===== src/hdl/csv_field_tokenizer_assert.svh =====
// assertion macros for the csv field tokenizer
`ifndef CSV_FIELD_TOKENIZER_ASSERT_SVH
`define CSV_FIELD_TOKENIZER_ASSERT_SVH

// same-cycle implication, checked outside reset
`define CSVT_ASSERT_NOW(label, ante, cons, msg) \
  label: assert property (@(posedge clk_i) disable iff (!rst_ni) (ante) |-> (cons)) \
    else $error(msg);

// next-cycle implication, checked outside reset
`define CSVT_ASSERT_NEXT(label, ante, cons, msg) \
  label: assert property (@(posedge clk_i) disable iff (!rst_ni) (ante) |=> (cons)) \
    else $error(msg);

`endif


===== src/hdl/csvt_pkg.sv =====
// package with types, constants and helpers of the csv field tokenizer
`timescale 1ns / 1ps

package csvt_pkg;

  localparam logic [7:0] SEMICOLON_BYTE = 8'h3B;
  localparam logic [7:0] NEWLINE_BYTE   = 8'h0A;
  localparam logic [7:0] QUOTE_BYTE     = 8'h22;

  localparam int unsigned SPACE_HOLD_DEPTH_DEF = 32;
  localparam int unsigned HOLD_CNT_W           = 6;
  localparam int unsigned QUEUE_DEPTH          = 4;

  typedef enum logic [1:0] {
    KIND_DATA      = 2'd0,
    KIND_FIELD_END = 2'd1,
    KIND_FIELD_ROW = 2'd2,
    KIND_ROW_END   = 2'd3
  } kind_e;

  typedef enum logic [1:0] {
    OP_HOLD,
    OP_DATA,
    OP_MARK
  } op_e;

  typedef enum logic [1:0] {
    BK_IDLE,
    BK_SPACE,
    BK_BYTE
  } back_state_e;

  typedef struct packed {
    op_e                   op;
    kind_e                 kind;
    logic [7:0]            data;
    logic [HOLD_CNT_W-1:0] idx;
    logic                  ovf;
  } cmd_t;

  typedef struct packed {
    logic full;
    logic empty;
  } q_stat_t;

  function automatic logic is_ws(input logic [7:0] b);
    return (b inside {[8'd9:8'd13], 8'd32, 8'h85, 8'hA0});
  endfunction

endpackage


===== src/hdl/csvt_if.sv =====
// valid/ready channel interfaces for input words and result words
`timescale 1ns / 1ps

interface csvt_in_if;
  logic       valid;
  logic       ready;
  logic       action;
  logic [7:0] text_byte;

  modport source (output valid, output action, output text_byte, input ready);
  modport sink   (input valid, input action, input text_byte, output ready);
endinterface

interface csvt_out_if;
  logic       valid;
  logic       ready;
  logic [1:0] kind;
  logic [7:0] out_byte;
  logic       ws_overflow;
  logic       last;

  modport source (output valid, output kind, output out_byte, output ws_overflow,
                  output last, input ready);
  modport sink   (input valid, input kind, input out_byte, input ws_overflow,
                  input last, output ready);
endinterface


===== src/hdl/csvt_front.sv =====
// front part: accepts input words, tracks parse state, issues commands
`timescale 1ns / 1ps

module csvt_front #(
  parameter int unsigned SpaceHoldDepth = csvt_pkg::SPACE_HOLD_DEPTH_DEF
) (
  input  logic              clk_i,
  input  logic              rst_ni,
  csvt_in_if.sink           in_i,
  input  logic [7:0]        sep_i,
  input  csvt_pkg::q_stat_t q_stat_i,
  output logic              push_o,
  output csvt_pkg::cmd_t    cmd_o
);
  import csvt_pkg::*;

  localparam logic [HOLD_CNT_W-1:0] DepthCnt = HOLD_CNT_W'(SpaceHoldDepth);

  logic inq_q, inq_d, qp_q, qp_d, fo_q, fo_d, ro_q, ro_d, cs_q, cs_d, ovf_q, ovf_d;
  logic [HOLD_CNT_W-1:0] cnt_q, cnt_d;

  logic       accept;
  logic       take_content;
  logic       normal;
  logic       inq_v;
  logic [7:0] b;

  assign in_i.ready = !q_stat_i.full;
  assign accept     = in_i.valid && in_i.ready;
  assign b          = in_i.text_byte;

  always_comb begin
    inq_d = inq_q;
    qp_d  = qp_q;
    fo_d  = fo_q;
    ro_d  = ro_q;
    cs_d  = cs_q;
    ovf_d = ovf_q;
    cnt_d = cnt_q;
    push_o = 1'b0;
    cmd_o.op   = OP_MARK;
    cmd_o.kind = KIND_DATA;
    cmd_o.data = b;
    cmd_o.idx  = cnt_q;
    cmd_o.ovf  = ovf_q;
    take_content = 1'b0;
    normal = 1'b1;
    inq_v  = inq_q;
    if (accept) begin
      if (in_i.action) begin
        if (fo_q) begin
          push_o     = 1'b1;
          cmd_o.kind = KIND_FIELD_ROW;
        end else if (ro_q) begin
          push_o     = 1'b1;
          cmd_o.kind = KIND_ROW_END;
        end
        inq_d = 1'b0;
        qp_d  = 1'b0;
        fo_d  = 1'b0;
        ro_d  = 1'b0;
        cs_d  = 1'b0;
        ovf_d = 1'b0;
        cnt_d = '0;
      end else begin
        fo_d = 1'b1;
        ro_d = 1'b1;
        if (qp_q) begin
          qp_d = 1'b0;
          if (b == QUOTE_BYTE) begin
            take_content = 1'b1;
            normal = 1'b0;
          end else begin
            inq_v = 1'b0;
          end
        end
        inq_d = inq_v;
        if (normal) begin
          if (b == QUOTE_BYTE) begin
            if (inq_v) begin
              qp_d = 1'b1;
            end else begin
              inq_d = 1'b1;
            end
          end else if (b == sep_i && !inq_v) begin
            push_o     = 1'b1;
            cmd_o.kind = KIND_FIELD_END;
            fo_d  = 1'b0;
            cs_d  = 1'b0;
            cnt_d = '0;
            ovf_d = 1'b0;
          end else if (b == NEWLINE_BYTE && !inq_v) begin
            push_o     = 1'b1;
            cmd_o.kind = KIND_FIELD_ROW;
            fo_d  = 1'b0;
            ro_d  = 1'b0;
            cs_d  = 1'b0;
            cnt_d = '0;
            ovf_d = 1'b0;
          end else begin
            take_content = 1'b1;
          end
        end
        if (take_content) begin
          if (is_ws(b)) begin
            if (cs_q) begin
              if (cnt_q < DepthCnt) begin
                push_o   = 1'b1;
                cmd_o.op = OP_HOLD;
                cnt_d    = cnt_q + 1'b1;
              end else begin
                ovf_d = 1'b1;
              end
            end
          end else begin
            push_o   = 1'b1;
            cmd_o.op = OP_DATA;
            cnt_d    = '0;
            cs_d     = 1'b1;
          end
        end
      end
    end
  end

  always_ff @(posedge clk_i or negedge rst_ni) begin
    if (!rst_ni) begin
      inq_q <= 1'b0;
      qp_q  <= 1'b0;
      fo_q  <= 1'b0;
      ro_q  <= 1'b0;
      cs_q  <= 1'b0;
      ovf_q <= 1'b0;
      cnt_q <= '0;
    end else begin
      inq_q <= inq_d;
      qp_q  <= qp_d;
      fo_q  <= fo_d;
      ro_q  <= ro_d;
      cs_q  <= cs_d;
      ovf_q <= ovf_d;
      cnt_q <= cnt_d;
    end
  end

endmodule


===== src/hdl/csvt_fifo.sv =====
// short command queue between the front and back parts
`timescale 1ns / 1ps

module csvt_fifo (
  input  logic              clk_i,
  input  logic              rst_ni,
  input  logic              push_i,
  input  csvt_pkg::cmd_t    cmd_i,
  input  logic              pop_i,
  output csvt_pkg::cmd_t    cmd_o,
  output csvt_pkg::q_stat_t stat_o
);
  import csvt_pkg::*;

  localparam int unsigned PtrW = $clog2(QUEUE_DEPTH);
  localparam int unsigned CntW = $clog2(QUEUE_DEPTH + 1);

  cmd_t            entry_q [QUEUE_DEPTH];
  logic [PtrW-1:0] wr_ptr_q, wr_ptr_d, rd_ptr_q, rd_ptr_d;
  logic [CntW-1:0] cnt_q, cnt_d;

  assign stat_o.full  = (cnt_q == CntW'(QUEUE_DEPTH));
  assign stat_o.empty = (cnt_q == '0);
  assign cmd_o        = entry_q[rd_ptr_q];

  always_comb begin
    wr_ptr_d = push_i ? wr_ptr_q + 1'b1 : wr_ptr_q;
    rd_ptr_d = pop_i ? rd_ptr_q + 1'b1 : rd_ptr_q;
    cnt_d    = cnt_q + CntW'(push_i) - CntW'(pop_i);
  end

  always_ff @(posedge clk_i) begin
    if (push_i) begin
      entry_q[wr_ptr_q] <= cmd_i;
    end
  end

  always_ff @(posedge clk_i or negedge rst_ni) begin
    if (!rst_ni) begin
      wr_ptr_q <= '0;
      rd_ptr_q <= '0;
      cnt_q    <= '0;
    end else begin
      wr_ptr_q <= wr_ptr_d;
      rd_ptr_q <= rd_ptr_d;
      cnt_q    <= cnt_d;
    end
  end

endmodule


===== src/hdl/csvt_back.sv =====
// back part: holds trailing whitespace, drains it and drives result words
`timescale 1ns / 1ps

module csvt_back #(
  parameter int unsigned SpaceHoldDepth = csvt_pkg::SPACE_HOLD_DEPTH_DEF
) (
  input  logic              clk_i,
  input  logic              rst_ni,
  input  csvt_pkg::cmd_t    cmd_i,
  input  csvt_pkg::q_stat_t q_stat_i,
  output logic              pop_o,
  csvt_out_if.source        out_o
);
  import csvt_pkg::*;

  localparam int unsigned IdxW = (SpaceHoldDepth > 1) ? $clog2(SpaceHoldDepth) : 1;

  back_state_e state_q, state_d;

  logic [7:0]            hold_mem [SpaceHoldDepth];
  logic [7:0]            rd_data_q;
  logic [IdxW-1:0]       rd_addr;
  logic [HOLD_CNT_W-1:0] idx_q, idx_d, cnt_q;
  logic [7:0]            byte_q;
  kind_e                 kind_q;
  logic                  ovf_q;

  logic       slot_free;
  logic       mem_we;
  logic       emit;
  kind_e      emit_kind;
  logic [7:0] emit_byte;
  logic       emit_last;

  logic       out_valid_q;
  logic [1:0] out_kind_q;
  logic [7:0] out_byte_q;
  logic       out_ovf_q;
  logic       out_last_q;

  assign slot_free = !out_valid_q || out_o.ready;

  // next state
  always_comb begin
    state_d = state_q;
    case (state_q)
      BK_IDLE: begin
        if (!q_stat_i.empty) begin
          case (cmd_i.op)
            OP_DATA: state_d = (cmd_i.idx != '0) ? BK_SPACE : BK_BYTE;
            OP_MARK: state_d = BK_BYTE;
            default: state_d = BK_IDLE;
          endcase
        end
      end
      BK_SPACE: begin
        if (slot_free && (idx_q + 1'b1 == cnt_q)) begin
          state_d = BK_BYTE;
        end
      end
      BK_BYTE: begin
        if (slot_free) begin
          state_d = BK_IDLE;
        end
      end
      default: state_d = BK_IDLE;
    endcase
  end

  // outputs
  always_comb begin
    pop_o     = 1'b0;
    mem_we    = 1'b0;
    emit      = 1'b0;
    emit_kind = KIND_DATA;
    emit_byte = rd_data_q;
    emit_last = 1'b0;
    idx_d     = idx_q;
    case (state_q)
      BK_IDLE: begin
        if (!q_stat_i.empty) begin
          pop_o  = 1'b1;
          mem_we = (cmd_i.op == OP_HOLD);
          idx_d  = '0;
        end
      end
      BK_SPACE: begin
        if (slot_free) begin
          emit  = 1'b1;
          idx_d = idx_q + 1'b1;
        end
      end
      BK_BYTE: begin
        emit      = slot_free;
        emit_kind = kind_q;
        emit_byte = (kind_q == KIND_DATA) ? byte_q : 8'h00;
        emit_last = 1'b1;
      end
      default: ;
    endcase
  end

  assign rd_addr = idx_d[IdxW-1:0];

  always_ff @(posedge clk_i) begin
    if (mem_we) begin
      hold_mem[cmd_i.idx[IdxW-1:0]] <= cmd_i.data;
    end
    rd_data_q <= hold_mem[rd_addr];
  end

  always_ff @(posedge clk_i) begin
    if (pop_o) begin
      cnt_q  <= cmd_i.idx;
      byte_q <= cmd_i.data;
      kind_q <= (cmd_i.op == OP_DATA) ? KIND_DATA : cmd_i.kind;
      ovf_q  <= cmd_i.ovf;
    end
    if (emit) begin
      out_kind_q <= emit_kind;
      out_byte_q <= emit_byte;
      out_ovf_q  <= ovf_q;
      out_last_q <= emit_last;
    end
  end

  always_ff @(posedge clk_i or negedge rst_ni) begin
    if (!rst_ni) begin
      state_q     <= BK_IDLE;
      idx_q       <= '0;
      out_valid_q <= 1'b0;
    end else begin
      state_q <= state_d;
      idx_q   <= idx_d;
      if (emit) begin
        out_valid_q <= 1'b1;
      end else if (out_o.ready) begin
        out_valid_q <= 1'b0;
      end
    end
  end

  assign out_o.valid       = out_valid_q;
  assign out_o.kind        = out_kind_q;
  assign out_o.out_byte    = out_byte_q;
  assign out_o.ws_overflow = out_ovf_q;
  assign out_o.last        = out_last_q;

endmodule


===== src/hdl/csv_field_tokenizer.sv =====
// top level of the csv field tokenizer: separator register, front, queue, back
//
// input words arrive on in_i: action 0 carries one text byte, action 1 ends
// the text, closes any open field or row and clears the parse state.
// result words leave on out_o: data bytes, field ends and row ends, with
// last set on the final result caused by an input word.
// cfg_we_i writes cfg_wdata_i into the field separator, semicolon at reset.
// the front takes one input word per cycle while the four-entry command
// queue has room; with the back idle a data result passes through the
// command queue, the back's byte register and the output register.
// the back writes a held space into the hold buffer while idle; a data byte
// or mark leaves in the byte state, after the space state flushes any held spaces.
// a stalled receiver holds the output register; the back then stops, the
// queue fills and in_i.ready drops once it is full.
// reset clears all parse state, the queue and the output valid flag; the
// hold buffer needs no clearing since only written entries are ever used.
`timescale 1ns / 1ps

module csv_field_tokenizer #(
  parameter int unsigned SpaceHoldDepth = csvt_pkg::SPACE_HOLD_DEPTH_DEF
) (
  input  logic       clk_i,
  input  logic       rst_ni,
  csvt_in_if.sink    in_i,
  csvt_out_if.source out_o,
  input  logic       cfg_we_i,
  input  logic [7:0] cfg_wdata_i
);
  import csvt_pkg::*;

  `include "csv_field_tokenizer_assert.svh"

  logic [7:0] sep_q;
  logic       push;
  logic       pop;
  cmd_t       push_cmd;
  cmd_t       head_cmd;
  q_stat_t    q_stat;

  always_ff @(posedge clk_i or negedge rst_ni) begin
    if (!rst_ni) begin
      sep_q <= SEMICOLON_BYTE;
    end else if (cfg_we_i) begin
      sep_q <= cfg_wdata_i;
    end
  end

  csvt_front #(.SpaceHoldDepth(SpaceHoldDepth)) u_front (
    .clk_i    (clk_i),
    .rst_ni   (rst_ni),
    .in_i     (in_i),
    .sep_i    (sep_q),
    .q_stat_i (q_stat),
    .push_o   (push),
    .cmd_o    (push_cmd)
  );

  csvt_fifo u_fifo (
    .clk_i  (clk_i),
    .rst_ni (rst_ni),
    .push_i (push),
    .cmd_i  (push_cmd),
    .pop_i  (pop),
    .cmd_o  (head_cmd),
    .stat_o (q_stat)
  );

  csvt_back #(.SpaceHoldDepth(SpaceHoldDepth)) u_back (
    .clk_i    (clk_i),
    .rst_ni   (rst_ni),
    .cmd_i    (head_cmd),
    .q_stat_i (q_stat),
    .pop_o    (pop),
    .out_o    (out_o)
  );

  `CSVT_ASSERT_NOW(a_no_push_full, push, !q_stat.full, "push into full queue")
  `CSVT_ASSERT_NOW(a_no_pop_empty, pop, !q_stat.empty, "pop from empty queue")
  `CSVT_ASSERT_NOW(a_full_blocks, q_stat.full, !in_i.ready, "ready while queue full")
  `CSVT_ASSERT_NOW(a_nonlast_data, out_o.valid && !out_o.last,
                   out_o.kind == KIND_DATA, "non-last result is not a data byte")

endmodule


===== src/flat_wrapper.sv =====
// flat-port wrapper written by rule: the top's interface ports become plain ports
module csv_field_tokenizer_flat import csvt_pkg::*;
#(
  parameter int unsigned SpaceHoldDepth = csvt_pkg::SPACE_HOLD_DEPTH_DEF
)
  (clk_i, rst_ni, cfg_we_i, cfg_wdata_i, in_i_valid, in_i_action, in_i_text_byte, in_i_ready, out_o_valid, out_o_kind, out_o_out_byte, out_o_ws_overflow, out_o_last, out_o_ready);
  csvt_in_if in_i_i ();
  csvt_out_if out_o_i ();
  input  logic clk_i;
  input  logic rst_ni;
  input  logic cfg_we_i;
  input  logic [7:0] cfg_wdata_i;
  input wire logic [$bits(in_i_i.valid)-1:0] in_i_valid;
  input wire logic [$bits(in_i_i.action)-1:0] in_i_action;
  input wire logic [$bits(in_i_i.text_byte)-1:0] in_i_text_byte;
  output wire logic [$bits(in_i_i.ready)-1:0] in_i_ready;
  output wire logic [$bits(out_o_i.valid)-1:0] out_o_valid;
  output wire logic [$bits(out_o_i.kind)-1:0] out_o_kind;
  output wire logic [$bits(out_o_i.out_byte)-1:0] out_o_out_byte;
  output wire logic [$bits(out_o_i.ws_overflow)-1:0] out_o_ws_overflow;
  output wire logic [$bits(out_o_i.last)-1:0] out_o_last;
  input wire logic [$bits(out_o_i.ready)-1:0] out_o_ready;
  assign in_i_i.valid = in_i_valid;
  assign in_i_i.action = in_i_action;
  assign in_i_i.text_byte = in_i_text_byte;
  assign in_i_ready = in_i_i.ready;
  assign out_o_valid = out_o_i.valid;
  assign out_o_kind = out_o_i.kind;
  assign out_o_out_byte = out_o_i.out_byte;
  assign out_o_ws_overflow = out_o_i.ws_overflow;
  assign out_o_last = out_o_i.last;
  assign out_o_i.ready = out_o_ready;
  csv_field_tokenizer #(.SpaceHoldDepth(SpaceHoldDepth)) u_core (.clk_i(clk_i), .rst_ni(rst_ni), .in_i(in_i_i), .out_o(out_o_i), .cfg_we_i(cfg_we_i), .cfg_wdata_i(cfg_wdata_i));
endmodule

===== config.mk =====
export PLATFORM = sky130hd
export DESIGN_NAME = csv_field_tokenizer_flat
export DESIGN_NICKNAME = d
export VERILOG_FILES = /design/src/hdl/csvt_pkg.sv /design/src/hdl/csvt_if.sv /design/src/hdl/csvt_front.sv /design/src/hdl/csvt_fifo.sv /design/src/hdl/csvt_back.sv /design/src/hdl/csv_field_tokenizer.sv /design/src/flat_wrapper.sv
export VERILOG_INCLUDE_DIRS = /design/src /design/src/hdl
export SDC_FILE = /design/constraint.sdc
export NUM_CORES = 1
export LEC_CHECK = 0
export BUFFER_PORTS_ARGS = -buffer_cell sky130_fd_sc_hd__buf_2
export CAP_MARGIN = 20
export CORE_MARGIN = 2
export CORE_UTILIZATION = 48
export DETAILED_ROUTE_END_ITERATION = 10
export GPL_ROUTABILITY_DRIVEN = 0
export HOLD_SLACK_MARGIN = 0.08
export PLACE_DENSITY = 0.68
export SYNTH_ARGS = -nofsm -noshare
export SYNTH_HDL_FRONTEND = slang
export SYNTH_HIERARCHICAL = 1
export SYNTH_SLANG_ARGS = --single-unit

===== constraint.sdc =====
create_clock -name clk_i -period 3.5 [get_ports clk_i]
set_input_delay 0.7 -clock clk_i [delete_from_list [all_inputs] [get_ports clk_i]]
set_output_delay 0.7 -clock clk_i [all_outputs]
set_load 0.02 [all_outputs]

==> metrics.txt <==
Adder-Cell Fraction of Synth Area=0.0116; post-synthesis mux area share=0.0952; ranking of synthesized cells by area=edfxtp_1 (64%), mux2i_1 (6.0%), dfrtp_1 (4.6%), nand3_1 (4.1%), mux4_2 (2.4%); Initial Utilization=0.488; crit path DAT=3.38 ns; largest net degree at the start of global routing=62; vias in the first global route=9,494; CTS tree=built; synthesized area=16,900 sq um; synthesis warning total=6; predominant post-synthesis flop cell=edfxtp_1; # Post-CTS Setup Buffers=0; std cell rows=68; wire length on met3=2.27 mm; Worst Tran Pin Value=0.855 ns; power per cell area=767 nW/um^2; CP max stage cell=a22oi_1; setup TNS=0 ns; Starting DRT DRC Count=886; launching element type of the critical path=flop; Die Y-Extent=192 microns; max incr delay on CP=0.48 ns; initial antenna violation count=0; hold buffers post-CTS=0; CP Class=reg2reg; DRC=0; count leader, synth=edfxtp_1; hold slack=0.283 ns; top post-synthesis cells by count=edfxtp_1 (361), nand3_1 (138), mux2i_1 (101); Overflow after GRT=0; asr flop ratio synth=0.0889; FMAX=335 MHz; final hold violation count=0; outcome=completed; worst skew pair latency=0.54 ns; die area=36,700 sq um; Mean Syn Cell Area=15.2 sq um; ANT nets after route=0; # diodes=0; routed vias=9,767; post_cts resized=0; DP HPWL=22.4 mm; crit path max fanout=17; r2r worst-path depth=11; Worst Path Required=3.90 ns; cell taking the most area after synthesis=edfxtp_1; DRT met1 WL=15.8 mm; pins over their slew limit=0; Leak=6.71 nW; syn_nets=1,149; per-cell routed wire length=21.6 microns; share of the synthesized area in the top cell type=0.642; met2 WL=17.6 mm; Area Overhead vs Synth=13.7%; GRT Overall Usage=0.203; CP Cell Sequence=inv_1 -> ha_1 -> buf_4 -> and4b_1 -> a31oi_4 -> nand2_4 -> buf_4 -> mux2i_1 -> mux2i_1 -> a22oi_1 -> nand4b_1; Final setup viols=0; Clock transition at path regs=0.06 ns; Synth Area in Simple Gates=0.108; Detailed Route WL=36.3 mm; top sig layer=met4; XOR/XNOR Fraction of Synth Area=0.0109; Die X-Extent=192 microns; TritonCTS Buffers=41; core footprint=34,600 sq um; Peak VDD IR=446 uV; DP Cell Count=1,607; skew final=0.0292 ns; Slew HR=0.430; IO Port Bufs=35; Synth Area in Compound Gates=0.0434; CP delay by family, top=simple AND/OR/NAND/NOR gates; Syn Inst Count=1,112; Buf/Inv on CP=3; largest family of logic cells by synthesized area=simple AND/OR/NAND/NOR gates; Final Cycle Share=0.852; fin crit period=2.98 ns; critical path depth=11; Max clock buf depth=3; flops & latches, synth=405; Post-synth EDFFs=361; RSZ-0062 raised after global routing=false; CTS Sinks=405; first-pass GRT wire length=56.3 mm; Root Driver=clkbuf_16; worst min-delay path class=in2async; drt pass-1 iters=5; share of cells above drive strength 1=0.182; CP Capture Type=flop; Pwr Total=14.7 mW; H-tree Lvls=2; maxcap violations=0; post-DR vias/cell=5.81; Seq/Total Area, Yosys=0.705; Non-Filler Instances=1,682; fin nets=1,232; # IOs=36; count of cell types in the netlist=77
## stage by stage
| step | utilization | setup WS (ns) | instance area (sq um) |
|---|---|---|---|
| 5_1_grt | 0.555 | 0.337 | 19200 |
| 6_report | 0.555 | 0.518 | 19200 |
| 2_1_floorplan | - | 0.534 | 16900 |
| 4_1_cts | 0.555 | 0.535 | 19200 |
| 3_3_place_gp | 0.516 | 0.421 | 17900 |
| 3_5_place_dp | 0.516 | 0.365 | 17900 |
## state kept, by name, indices dropped and copies added, names as in the netlist, 2 cells and up
| register | cells |
|---|---|
| u_core/sep_q | 8 |
| u_core/u_back/rd_data_q | 8 |
| u_core/u_back/kind_q | 2 |
| u_core/u_back/state_q | 2 |
| u_core/u_back/byte_q | 8 |
| u_core/u_fifo/rd_ptr_q | 2 |
| u_core/u_back/idx_q | 6 |
| u_core/u_fifo/entry_q | 76 |
| u_core/u_front/cnt_q | 6 |
| u_core/u_back/out_o.out_byte | 8 |
| u_core/u_fifo/cnt_q | 3 |
| u_core/u_back/cnt_q | 6 |
| u_core/u_fifo/wr_ptr_q | 2 |
| u_core/u_back/hold_mem | 256 |
| u_core/u_back/out_o.kind | 2 |
## path summary, 6_finish.rpt
| check | startpoint | to | slack [ns] |
|---|---|---|---|
| worst max register to register | u_core/u_back/state_q[1]$_DFFE_PN0P_ | u_core/u_back/rd_data_q[6]$_DFF_P_ | 0.52 |
| min in group clk_i | cfg_wdata_i[4] | u_core/sep_q[4]$_DFFE_PN1P_ | 0.40 |
| worst max-delay path | u_core/u_back/state_q[1]$_DFFE_PN0P_ | u_core/u_back/rd_data_q[6]$_DFF_P_ | 0.52 |
| worst min-delay path | rst_ni | u_core/sep_q[7]$_DFFE_PN0P_ | 0.28 |
| max in group asynchronous | rst_ni | u_core/u_front/cnt_q[2]$_DFFE_PN0P_ | 2.68 |
| worst min register to register | u_core/u_back/ovf_q$_DFFE_PP_ | u_core/u_back/out_o.ws_overflow$_DFFE_PP_ | 0.42 |
## area by class of cell
cell class / count / area, sq um
clock buffers: 62 / 1180
fillers: 2719 / 15400
repair buffers: 100 / 726
well taps: 455 / 569
inverters: 24 / 92.6
clock inverters: 13 / 153
flip-flops and latches: 405 / 11900
multi-input cells: 623 / 4580
## report_power, final
group	total (mW)	internal, mW	switching [mW]	leakage (nW)
logic	3.65	1.15	2.50	2.25
clock network	4.28	2.55	1.74	0.650
registers	6.79	6.56	0.222	3.80
## cell families after synthesis
group	after synthesis
muxes	132
DFF	405
xor gates and xnor gates	21
AOI/OAI and AO/OA	93
adders and majority gates	15
and+or+nand+nor	362
buffers and inverters	84
## routing by layer
| layer | GRT usage | vias to the layer above |
|---|---|---|
| met3 | 0.0309 | 61 |
| met2 | 0.332 | 324 |
| met5 | 0 | - |
| met4 | 0.0527 | 0 |
| li1 | - | 4436 |
| met1 | 0.287 | 4946 |
## layout by cell type, fill, tap and decap left out, types with 6 or more instances in the layout
cell type and count:
nand3_1 138, mux2_4 8, clkbuf_16 42, clkinv_2 7, xor2_1 16, ha_1 14, clkbuf_1 15, nand2_1 90
nor3_1 6, buf_4 60, and2_1 11, buf_2 35, a21oi_1 8, mux4_2 18, nor2b_1 8, mux2i_1 101
o21ai_0 16, a32oi_1 31, edfxtp_1 361, dfrtp_1 31, nand4_1 10, nand3b_1 6, nand2b_1 8, dfxtp_1 8
nor2_1 49, inv_1 22
Power figures use the tool's default switching activity.
